<file path="src/rtl/dfms_pkg.sv">
// ----------------------------------------------------------------------------
// Flush marker segmenter package
// Shared types, codes and constants of the deflate flush marker segmenter.
// ----------------------------------------------------------------------------
package dfms_pkg;

  // Width of a segment length and of the length limit register.
  localparam int LEN_BITS = 27;
  // Segment counter carries one more bit so that an overrun is visible.
  localparam int CNT_BITS = LEN_BITS + 1;
  // Held byte count: at most four bytes of an empty stored block are held.
  localparam int HELD_BITS = 3;

  // Reset value of the segment length limit.
  localparam logic [LEN_BITS-1:0] MAX_SEGMENT_RESET = LEN_BITS'(66816);
  // A final segment may run this many bytes past the limit.
  localparam logic [CNT_BITS-1:0] FINAL_SLACK = CNT_BITS'(3);

  // Pattern bytes and lengths.
  localparam logic [7:0] BYTE_ZERO = 8'h00;
  localparam logic [7:0] BYTE_ONES = 8'hff;
  localparam logic [HELD_BITS-1:0] MARKER_LEN = HELD_BITS'(4);
  localparam logic [HELD_BITS-1:0] EMPTY_LEN  = HELD_BITS'(5);
  // Bytes of an empty stored block before its two 0xff bytes.
  localparam logic [HELD_BITS-1:0] EMPTY_ZEROS = HELD_BITS'(3);

  // Configuration register indexes.
  localparam logic [0:0] CFG_IDX_PAIR_MODE   = 1'b0;
  localparam logic [0:0] CFG_IDX_MAX_SEGMENT = 1'b1;

  // Scan phase.
  typedef enum logic {
    PH_SEARCH = 1'b0,
    PH_AFTER  = 1'b1
  } phase_t;

  // Result kinds.
  typedef enum logic [1:0] {
    KIND_CUT      = 2'd0,
    KIND_TOO_LONG = 2'd1,
    KIND_DONE     = 2'd2
  } result_kind_t;

  // Input word.
  typedef struct packed {
    logic [7:0] data_byte;
    logic       byte_valid;
    logic       end_of_input;
  } item_t;

  // Result word.
  typedef struct packed {
    result_kind_t        result_kind;
    logic [LEN_BITS-1:0] segment_length;
    logic                is_last_segment;
    logic                ends_with_pair;
    logic                last_of_run;
  } result_t;

endpackage

</file>
<file path="src/rtl/deflate_flush_marker_segmenter.sv">
// ----------------------------------------------------------------------------
// Deflate flush marker segmenter
// Cuts a compressed member body into independently inflatable segments at
// 00 00 FF FF flush markers and the empty stored blocks that follow them.
// ----------------------------------------------------------------------------
// Usage:
//   The item channel takes one body byte per word (or a bare end word). The
//   result channel gives segment cuts, the sticky too-long error and the
//   done word, in order. The cfg channel writes pair_mode (index 0) and
//   max_segment_bytes (index 1); it is always ready. The user must write it
//   only while the block is idle; the block itself does not enforce this.
//   A word is captured in the input register, processed from there, and
//   its results are written to the result queue that feeds the result port.
//   One word is accepted every cycle while the queue has room; a word
//   yields at most two results, so a run of two-result words outpaces the
//   result port and is held off even with a ready receiver. The input
//   register advances only while the queue has room for two results, so a
//   stalled receiver backs up the queue and then holds off the item channel.
//   Reset clears the scan state, the error latch, the queue and the
//   registers (pair_mode 0, max_segment_bytes 66816).
// ----------------------------------------------------------------------------
module deflate_flush_marker_segmenter (
  input  logic                            clk,
  input  logic                            rst,
  input  logic                            item_valid,
  output logic                            item_ready,
  input  dfms_pkg::item_t                 item,
  output logic                            result_valid,
  input  logic                            result_ready,
  output dfms_pkg::result_t               result,
  input  logic                            cfg_valid,
  output logic                            cfg_ready,
  input  logic [0:0]                      cfg_index,
  input  logic [dfms_pkg::LEN_BITS-1:0]   cfg_data
);

  localparam int QDEPTH = 4;
  localparam int QPTR_BITS = $clog2(QDEPTH);
  localparam int QCNT_BITS = $clog2(QDEPTH + 1);

  // Configuration registers; limit is max_segment_bytes plus the final slack.
  logic                                pair_mode;
  logic [dfms_pkg::LEN_BITS-1:0]       max_seg;
  logic [dfms_pkg::CNT_BITS-1:0]       limit;

  // Input register.
  logic                                s1_valid;
  dfms_pkg::item_t                     s1_item;
  logic                                s1_fire;

  // Scan state; total counts every byte of the open segment, held ones too.
  logic [dfms_pkg::CNT_BITS-1:0]       total;
  logic [dfms_pkg::CNT_BITS-1:0]       total_next;
  logic [dfms_pkg::HELD_BITS-1:0]      held;
  logic [dfms_pkg::HELD_BITS-1:0]      held_next;
  dfms_pkg::phase_t                    phase;
  dfms_pkg::phase_t                    phase_next;
  logic                                empty_seen;
  logic                                empty_next;
  logic                                err;
  logic                                err_next;

  // Per-word working values.
  logic [dfms_pkg::HELD_BITS-1:0]      scan;
  logic [dfms_pkg::CNT_BITS-1:0]       commit_len;
  logic [dfms_pkg::CNT_BITS-1:0]       final_len;
  logic [dfms_pkg::CNT_BITS-1:0]       max_ext;
  logic                                stop;
  dfms_pkg::result_t                   res0;
  dfms_pkg::result_t                   res1;
  logic [1:0]                          nres;

  // Result queue.
  dfms_pkg::result_t                   q_mem [QDEPTH];
  logic [QPTR_BITS-1:0]                wr_ptr;
  logic [QPTR_BITS-1:0]                rd_ptr;
  logic [QCNT_BITS-1:0]                q_count;
  logic                                pop;

  // Next marker prefix length after one byte while searching.
  function automatic logic [dfms_pkg::HELD_BITS-1:0] search_next(
    input logic [dfms_pkg::HELD_BITS-1:0] c,
    input logic [7:0]                     b
  );
    logic [dfms_pkg::HELD_BITS-1:0] n;
    n = '0;
    case (c)
      3'd0: n = (b == dfms_pkg::BYTE_ZERO) ? 3'd1 : 3'd0;
      3'd1: n = (b == dfms_pkg::BYTE_ZERO) ? 3'd2 : 3'd0;
      3'd2: begin
        if (b == dfms_pkg::BYTE_ONES) n = 3'd3;
        else if (b == dfms_pkg::BYTE_ZERO) n = 3'd2;
        else n = 3'd0;
      end
      3'd3: begin
        if (b == dfms_pkg::BYTE_ONES) n = dfms_pkg::MARKER_LEN;
        else if (b == dfms_pkg::BYTE_ZERO) n = 3'd1;
        else n = 3'd0;
      end
      default: n = 3'd0;
    endcase
    return n;
  endfunction

  // Marker prefix left after rescanning a failed empty block test: the held
  // part of the empty block followed by the byte that broke it.
  function automatic logic [dfms_pkg::HELD_BITS-1:0] rescan(
    input logic [dfms_pkg::HELD_BITS-1:0] h,
    input logic [7:0]                     b
  );
    logic [dfms_pkg::HELD_BITS-1:0] n;
    n = '0;
    case (h)
      3'd2:    n = (b == dfms_pkg::BYTE_ONES) ? 3'd3 : 3'd0;
      3'd3:    n = (b == dfms_pkg::BYTE_ZERO) ? 3'd2 : 3'd0;
      3'd4:    n = (b == dfms_pkg::BYTE_ZERO) ? 3'd1 : 3'd0;
      default: n = 3'd0;
    endcase
    return n;
  endfunction

  function automatic dfms_pkg::result_t make_res(
    input dfms_pkg::result_kind_t           kind,
    input logic [dfms_pkg::CNT_BITS-1:0]    len,
    input logic                             last_seg,
    input logic                             pair
  );
    dfms_pkg::result_t r;
    r.result_kind     = kind;
    r.segment_length  = len[dfms_pkg::LEN_BITS-1:0];
    r.is_last_segment = last_seg;
    r.ends_with_pair  = pair;
    r.last_of_run     = 1'b0;
    return r;
  endfunction

  assign cfg_ready = 1'b1;

  // Configuration writes.
  always_ff @(posedge clk) begin
    if (rst) begin
      pair_mode <= 1'b0;
      max_seg   <= dfms_pkg::MAX_SEGMENT_RESET;
      limit     <= {1'b0, dfms_pkg::MAX_SEGMENT_RESET} + dfms_pkg::FINAL_SLACK;
    end else if (cfg_valid) begin
      unique case (cfg_index)
        dfms_pkg::CFG_IDX_PAIR_MODE: pair_mode <= cfg_data[0];
        dfms_pkg::CFG_IDX_MAX_SEGMENT: begin
          max_seg <= cfg_data;
          limit   <= {1'b0, cfg_data} + dfms_pkg::FINAL_SLACK;
        end
        default: pair_mode <= pair_mode;
      endcase
    end
  end

  // Input register; it moves on while the queue has room for two results.
  assign s1_fire    = s1_valid && (q_count <= QCNT_BITS'(QDEPTH - 2));
  assign item_ready = !s1_valid || s1_fire;

  always_ff @(posedge clk) begin
    if (rst) begin
      s1_valid <= 1'b0;
    end else if (item_ready) begin
      s1_valid <= item_valid;
    end
  end

  always_ff @(posedge clk) begin
    if (item_ready && item_valid) begin
      s1_item <= item;
    end
  end

  assign max_ext = {1'b0, max_seg};

  // Scan one word: marker search, empty block test, cuts and end of input.
  always_comb begin
    total_next = total;
    held_next  = held;
    phase_next = phase;
    empty_next = empty_seen;
    err_next   = err;
    scan       = '0;
    commit_len = '0;
    final_len  = '0;
    stop       = 1'b0;
    res0       = '0;
    res1       = '0;
    nres       = 2'd0;
    if (s1_fire) begin
      if (err) begin
        // A latched error answers every non-bare word with one error.
        if (s1_item.byte_valid || s1_item.end_of_input) begin
          res0 = make_res(dfms_pkg::KIND_TOO_LONG, '0, 1'b0, 1'b0);
          nres = 2'd1;
        end
      end else begin
        if (s1_item.byte_valid) begin
          if (phase == dfms_pkg::PH_SEARCH) begin
            // Track the longest marker prefix that ends at this byte.
            scan       = search_next(held, s1_item.data_byte);
            total_next = total + 1'b1;
            if (scan == dfms_pkg::MARKER_LEN) begin
              held_next  = '0;
              phase_next = dfms_pkg::PH_AFTER;
              empty_next = 1'b0;
            end else begin
              held_next = scan;
            end
          end else if (s1_item.data_byte == ((held < dfms_pkg::EMPTY_ZEROS) ?
                                             dfms_pkg::BYTE_ZERO :
                                             dfms_pkg::BYTE_ONES)) begin
            // Byte continues an empty stored block.
            total_next = total + 1'b1;
            if (held == dfms_pkg::EMPTY_LEN - 1'b1) begin
              held_next  = '0;
              empty_next = 1'b1;
            end else begin
              held_next = held + 1'b1;
            end
          end else begin
            // Empty block test failed: settle the marker, rescan held bytes.
            commit_len = total - {{(dfms_pkg::CNT_BITS-dfms_pkg::HELD_BITS){1'b0}}, held};
            if (!(pair_mode && !empty_seen)) begin
              if (commit_len > max_ext) begin
                res0     = make_res(dfms_pkg::KIND_TOO_LONG, '0, 1'b0, 1'b0);
                nres     = 2'd1;
                err_next = 1'b1;
                stop     = 1'b1;
              end else begin
                res0       = make_res(dfms_pkg::KIND_CUT, commit_len, 1'b0, empty_seen);
                nres       = 2'd1;
                total_next = {{(dfms_pkg::CNT_BITS-dfms_pkg::HELD_BITS){1'b0}}, held}
                             + 1'b1;
              end
            end else begin
              total_next = total + 1'b1;
            end
            empty_next = 1'b0;
            phase_next = dfms_pkg::PH_SEARCH;
            held_next  = rescan(held, s1_item.data_byte);
          end
        end
        if (!stop) begin
          if (!s1_item.end_of_input) begin
            // Length check on an open segment.
            if (total_next[dfms_pkg::CNT_BITS-1] ||
                (phase_next == dfms_pkg::PH_SEARCH && total_next > limit)) begin
              if (nres == 2'd0) res0 = make_res(dfms_pkg::KIND_TOO_LONG, '0, 1'b0, 1'b0);
              else res1 = make_res(dfms_pkg::KIND_TOO_LONG, '0, 1'b0, 1'b0);
              nres     = nres + 2'd1;
              err_next = 1'b1;
            end
          end else begin
            // End of input: settle a pending marker, then cut the rest.
            final_len = total_next;
            if (phase_next == dfms_pkg::PH_AFTER) begin
              commit_len = total_next
                           - {{(dfms_pkg::CNT_BITS-dfms_pkg::HELD_BITS){1'b0}}, held_next};
              if (!(pair_mode && !empty_next)) begin
                if (commit_len > max_ext || commit_len[dfms_pkg::CNT_BITS-1]) begin
                  if (nres == 2'd0) res0 = make_res(dfms_pkg::KIND_TOO_LONG, '0, 1'b0, 1'b0);
                  else res1 = make_res(dfms_pkg::KIND_TOO_LONG, '0, 1'b0, 1'b0);
                  nres     = nres + 2'd1;
                  err_next = 1'b1;
                  stop     = 1'b1;
                end else begin
                  if (nres == 2'd0) begin
                    res0 = make_res(dfms_pkg::KIND_CUT, commit_len, 1'b0, empty_next);
                  end else begin
                    res1 = make_res(dfms_pkg::KIND_CUT, commit_len, 1'b0, empty_next);
                  end
                  nres      = nres + 2'd1;
                  final_len = {{(dfms_pkg::CNT_BITS-dfms_pkg::HELD_BITS){1'b0}}, held_next};
                end
              end
            end
            if (!stop) begin
              if (final_len > limit || final_len[dfms_pkg::CNT_BITS-1]) begin
                if (nres == 2'd0) res0 = make_res(dfms_pkg::KIND_TOO_LONG, '0, 1'b0, 1'b0);
                else res1 = make_res(dfms_pkg::KIND_TOO_LONG, '0, 1'b0, 1'b0);
                err_next = 1'b1;
              end else if (final_len == '0) begin
                if (nres == 2'd0) res0 = make_res(dfms_pkg::KIND_DONE, '0, 1'b0, 1'b0);
                else res1 = make_res(dfms_pkg::KIND_DONE, '0, 1'b0, 1'b0);
              end else begin
                if (nres == 2'd0) res0 = make_res(dfms_pkg::KIND_CUT, final_len, 1'b1, 1'b0);
                else res1 = make_res(dfms_pkg::KIND_CUT, final_len, 1'b1, 1'b0);
              end
              nres       = nres + 2'd1;
              total_next = '0;
              held_next  = '0;
              phase_next = dfms_pkg::PH_SEARCH;
              empty_next = 1'b0;
            end
          end
        end
      end
      // Mark the final result of this word.
      if (nres == 2'd1) res0.last_of_run = 1'b1;
      if (nres == 2'd2) res1.last_of_run = 1'b1;
    end
  end

  // Scan state registers.
  always_ff @(posedge clk) begin
    if (rst) begin
      total      <= '0;
      held       <= '0;
      phase      <= dfms_pkg::PH_SEARCH;
      empty_seen <= 1'b0;
      err        <= 1'b0;
    end else begin
      total      <= total_next;
      held       <= held_next;
      phase      <= phase_next;
      empty_seen <= empty_next;
      err        <= err_next;
    end
  end

  // Result queue: up to two words in, one word out per cycle while the receiver is ready.
  assign pop          = result_valid && result_ready;
  assign result_valid = (q_count != '0);
  assign result       = q_mem[rd_ptr];

  always_ff @(posedge clk) begin
    if (nres != 2'd0) begin
      q_mem[wr_ptr] <= res0;
    end
    if (nres == 2'd2) begin
      q_mem[wr_ptr + 1'b1] <= res1;
    end
  end

  always_ff @(posedge clk) begin
    if (rst) begin
      wr_ptr  <= '0;
      rd_ptr  <= '0;
      q_count <= '0;
    end else begin
      wr_ptr  <= wr_ptr + QPTR_BITS'(nres);
      rd_ptr  <= rd_ptr + QPTR_BITS'(pop);
      q_count <= q_count + QCNT_BITS'(nres) - QCNT_BITS'(pop);
    end
  end

endmodule

</file>
<file path="config.mk">
export PLATFORM = sky130hd
export DESIGN_NAME = deflate_flush_marker_segmenter
export DESIGN_NICKNAME = d
export VERILOG_FILES = /design/src/rtl/dfms_pkg.sv /design/src/rtl/deflate_flush_marker_segmenter.sv
export SDC_FILE = /design/constraint.sdc
export NUM_CORES = 1
export LEC_CHECK = 0
export ABC_AREA = 0
export BUFFER_PORTS_ARGS = -buffer_cell sky130_fd_sc_hd__buf_2
export CORE_MARGIN = 2
export CORE_UTILIZATION = 63
export DETAILED_ROUTE_END_ITERATION = 12
export GPL_TIMING_DRIVEN = 1
export PLACE_DENSITY = 0.8
export SKIP_CTS_REPAIR_TIMING = 1
export SLEW_MARGIN = 30
export SYNTH_ARGS = -nofsm -noshare
export SYNTH_HDL_FRONTEND = slang
export SYNTH_SLANG_ARGS = --single-unit
export TNS_END_PERCENT = 20
</file>
<file path="constraint.sdc">
create_clock -name clk -period 15.5 [get_ports clk]
set_input_delay 3.875 -clock clk [delete_from_list [all_inputs] [get_ports clk]]
set_output_delay 3.875 -clock clk [all_outputs]
set_load 0.02 [all_outputs]
</file>
Word level (Yosys, flattened, before mapping)

Memory sizes are Yosys's and may differ from the RTL's. A register that Yosys moved wholly into a read port is not among the register bits.
Index checks and enable logic that the tools add are counted.

Flip-flop bits (word level): 108
Bits in writable memories: 128
Bits of input ports: 43
Output and inout bits: 35
Logic and storage cells: 218
Memories kept: 1

Memory list:

| memory | depth | width | rd ports | clocked after memory_dff | wr ports | line                                 | RTL |
|---|---|---|---|---|---|---|---|
| q_mem  | 4     | 32    | 1        | 1                        | 2        | deflate_flush_marker_segmenter.sv:74 | `dfms_pkg::result_t q_mem [QDEPTH];` |

Add/subtract/negate cells: 13
Order comparisons: 6
Equality and inequality tests: 10
Mux-type cells: 146
Bitwise gates (word level): 3
Reductions and logical operators: 24

Operator list:

| operator              | count |
|---|---|
| $mux 32               | 29 |
| $mux 28               | 17 |
| $mux 31               | 8 |
| $gt 28x27->1          | 2 |
| $gt 28x28->1          | 2 |
| $sub 28x3->28         | 2 |
| $mux 1                | 54 |
| $mux 3                | 15 |
| $mux 2                | 19 |
| $mux 30               | 1 |
| $add 27x2->28 const B | 1 |
| $add 28x1->28 const B | 1 |
| $logic_not 28->1      | 1 |
| $pmux 3 s4            | 1 |
| $pmux 3 s3            | 1 |
| $eq 8x8->1            | 1 |
| $eq 8x8->1 const B    | 1 |
| $logic_not 8->1       | 1 |
| $mux 8                | 1 |
| $add 2x1->2 const B   | 3 |
| $eq 3x2->1 const B    | 2 |
| $eq 3x3->1 const B    | 2 |
| $logic_and 1x1->1     | 6 |
| $reduce_and 2->1      | 3 |
| other kinds (18)      | 28 |

Depth between registers and ports, before layout

Depth in word-level cells: 33
Mapped depth: 55
Depth with buffers taken out: 51

Worst setup path after synthesis

OpenSTA, ideal clock, no wires.

Path type: register to register
Start point: register held[0] in the netlist's numbering
End point: memory q_mem[0][20] in the netlist's numbering, data pin
Arrival time: 12.141 ns
Slack: 3.208 ns
Cell stages (with the launch flop): 54
Buffers on the path: 6
Clock period less this slack: 12.292 ns
Cells stage by stage: dfxtp_1 ha_1 inv_1 fa_1 a211oi_1 nand4_1 or3_1 nor4_1 nand2b_1 nor3_1 xor2_1 ha_1 nand3_1 nor2_1 a221o_1 o21ai_1 and3_1 clkbuf_1 [... 18 more ...] clkbuf_1 clkbuf_1 and2_1 ha_1 a21o_1 a21o_1 a211o_1 o211ai_1 a21oi_1 a2111oi_0 nor2_1 or2_2 a31oi_1 and3_1 clkbuf_1 clkbuf_1 nand2_1 mux2i_1

RTL lines:

| what                     | line                                  | RTL |
|---|---|---|
| start: declaration       | deflate_flush_marker_segmenter.sv:54  | `logic [dfms_pkg::HELD_BITS-1:0] held;` |
| start signal: assignment | deflate_flush_marker_segmenter.sv:316 | `held <= held_next;` |
| end: declaration         | deflate_flush_marker_segmenter.sv:74  |  |

==> flow_metrics.py <==
metrics = {
    "die": {
        "die_area_um2": 29700,
        "ios": 78,
        "initial_core_util_pct": 64.1,
        "num_rows": 61,
        "core_um2": 27900,
        "die_h_um": 172,
        "die_x_um": 172,
    },
    "global_route": {
        "grt_max_degree": 99,
        "gr-usage-all-layers_pct": 42.9,
        "grt_first_pass_wirelength_um": 95100,
        "antenna_found_initial": 0,
        "grt_pass1_vias": 15700,
        "grt-ovfl-total": 0,
    },
    "setup_path": {
        "cp_data_required_time_ns": 15.86,
        "cpPeakStageDelay_ns": 0.64,
        "path_buf_inv": 6,
        "cpMaxStageDelayCell": "nor4b_4",
        "reg2reg_depth": 51,
        "cp_top_family": "compound AO/OA/AOI/OAI gates",
        "critPathKind": "reg2reg",
        "critPathLaunch": "held[0]$_SDFFE_PP0P_",
        "critical_path.endpoint": "q_mem[1][9]$_DFFE_PP_",
        "r2r_slack_ns": 1.0,
        "reg2reg_to": "q_mem[1][9]$_DFFE_PP_",
        "critPathCaptureType": "register",
        "path_max_fanout": 23,
        "cp.arrival_ns": 14.86,
        "cp_num_cells": 51,
        "critPathLaunchType": "register",
        "reg2reg_from": "held[0]$_SDFFE_PP0P_",
    },
    "logic_synthesis": {
        "synthAdderAreaFrac_pct": 9.52,
        "synth_cell_types": 95,
        "ys_ff_latch": 236,
        "synth-warning-count": 0,
        "ys_top_cells_by_area": "edfxtp_1 23%, dfxtp_1 11%, ha_1 9.2%",
        "ys.flop_type": "edfxtp_1",
        "netlist_instances": 1927,
        "synth_area_um2": 17800,
        "synth_top_cell_by_area": "edfxtp_1",
        "synth_edf_count": 138,
        "avgSynthCellArea_um2": 9.26,
        "synth_top_cell_area_share_pct": 23.2,
        "yosys.area_share.simple_pct": 18.2,
        "synth_nets": 2104,
        "yosys.area_share.xor_xnor_pct": 4.12,
        "synth-compound-area-share_pct": 17.8,
        "synth.yosys.seq_area_share_pct": 34.2,
        "synthMuxAreaShare_pct": 11.2,
        "synthArstFlopShare_pct": 0,
        "synth_top_family_by_area": "simple AND/OR/NAND/NOR gates",
    },
    "placed_design": {
        "hpwl_um": 46400,
        "place_congestion": 1.14,
        "numPortBuffers": 76,
        "place_area_um2": 18800,
        "dpl_worst_slack_ns": 1.68,
    },
    "clock_network": {
        "cts_tree": "built",
        "numClockSinks": 236,
        "cts_buffers": 25,
        "htree_levels": 1,
        "clock_latency_ns": 0.58,
        "clockBufferDepth": 3,
        "cts_root_buffer": "clkbuf_16",
        "cts.clk_slew.worst_paths_ns": 0.07,
    },
    "finish": {
        "nets": 2146,
        "diodes": 0,
        "final_common_cell": "nand2_1",
        "nFillCells": 2166,
        "drive_above_1_share_pct": 13.0,
        "final_area_um2": 19700,
        "final_cell_mix": "180 x nand2_1, 152 x nor2_1, 138 x edfxtp_1",
        "syn2layout_area_growth_pct": 10.3,
    },
    "sta": {
        "rsz0062_at_grt": "false",
        "drv_slew": 0,
        "fin_tns_setup_ns": 0,
        "slew-limit-headroom_pct": 31.0,
        "skew_ns": 0.0357,
        "hold_viol_final": 0,
        "setup_viol": 0,
        "fmax_ghz": 0.0690,
        "post-route-period-util_pct": 93.5,
        "finalCriticalPeriod_ns": 14.50,
        "holdWs_ns": 0.456,
        "setup_ws_ns": 1.00,
        "worst_slew_pin_slew_ns": 1.03,
    },
    "route": {
        "drt-pass1-iter-count": 6,
        "drc": 0,
        "vias_per_cell": 7.07,
        "dr.first_iter.drc_count": 2299,
        "wl_per_cell_um": 27.2,
        "via_count": 16700,
        "drt-total-wl_um": 64300,
        "ant_nets": 0,
    },
    "power_and_ir_drop": {
        "p_leak_uw": 0.00765,
        "power_density_nw_per_um2": 108,
        "pwr-share-comb_pct": 35.0,
        "p_sw_share_pct": 36.1,
        "p_sw_uw": 765,
        "p_int_uw": 1360,
        "p_seq_share_pct": 34.4,
        "power_frac_clock_pct": 30.6,
        "power.total_uw": 2120,
        "peakVddDrop_mv": 0.0822,
    },
    "hold_path": {
        "hold_class": "reg2reg",
    },
    "status": {
        "outcome": "completed",
    },
    "flow_run": {
        "cap_viol_max_count": 0,
    },
}
cell families (layout without fill, tap and decap cells):
group,Yosys count,count (layout)
compound gates,448,448
xor+xnor,84,84
fa+ha+maj,134,134
buf+inv,219,280
flops,236,236
mux,159,159
other cells,1,1
simple gates,646,646
registers in the layout (all words and copies together) (netlist names), 2 cells and up:
register	cells
held	3
q_count	3
rd_ptr	2
s1_item	10
limit	28
q_mem	128
wr_ptr	2
total	28
max_seg	27
worst min-delay path, stage by stage (launching register included):
cell and delay [ns]:
dfxtp_1 0.31, nand2_1 0.05, a21oi_1 0.05
final cells by class:
| cell class | count | area (um^2) | share of cell area (%) |
|---|---|---|---|
| clock buffer | 32 | 682 | 3.47 |
| clock inverter | 14 | 188 | 0.954 |
| inverter | 100 | 375 | 1.91 |
| multi-input combinational | 1472 | 11000 | 55.9 |
| sequential | 236 | 6110 | 31.0 |
| tap | 378 | 473 | 2.40 |
| timing repair buffer | 134 | 843 | 4.29 |
power by group through the flow:
stage	Clock, uW	Sequential (uW)	Combinational (uW)
after floorplan	0	734	489
after global placement	0	737	705
after detailed placement	0	740	711
after CTS	647	729	719
after global routing	669	733	787
final	649	729	742
cell usage after synthesis (all sizes together), types with 37 or more instances:
library cell	n
nand2	180
nor2	153
edfxtp	138
ha	131
mux2i	126
inv	99
dfxtp	98
a21oi	95
clkbuf	82
o21ai	77
nand4	51
xnor2	51
nand3	46
nor3	40
a21o	37
a22oi	37
and2	37
buf	37
routing by layer:
layer / track usage, % / share of wire, %
met1: 55.0 / 38
met2: 67.5 / 44
met3: 9.45 / 11
met4: 23.2 / 6.5
met5: 0 / 0
stage by stage:
step / util (%) / cells
6_report: 70.6 / 2366
5_1_grt: 70.6 / 2366
4_1_cts: 70.5 / 2365
3_5_place_dp: 67.3 / 2319
3_3_place_gp: 67.3 / 2318
2_1_floorplan: - / 1927
worst min path at each step:
| stage | startpoint | end | slack (ns) | cells past startpoint |
|---|---|---|---|---|
| 2_1_floorplan | limit[2]$_SDFFE_PP0P_ | limit[2]$_SDFFE_PP0P_ | 0.43 | 2 |
| 3_3_place_gp | limit[2]$_SDFFE_PP0P_ | limit[2]$_SDFFE_PP0P_ | 0.44 | 2 |
| 3_5_place_dp | max_seg[4]$_SDFFE_PP0P_ | max_seg[4]$_SDFFE_PP0P_ | 0.45 | 2 |
| 4_1_cts | max_seg[4]$_SDFFE_PP0P_ | max_seg[4]$_SDFFE_PP0P_ | 0.46 | 2 |
| 5_1_grt | max_seg[26]$_SDFFE_PP0P_ | max_seg[26]$_SDFFE_PP0P_ | 0.48 | 2 |
| 6_report | max_seg[25]$_SDFFE_PP0P_ | max_seg[25]$_SDFFE_PP0P_ | 0.46 | 2 |
Power figures use the tool's default switching activity.
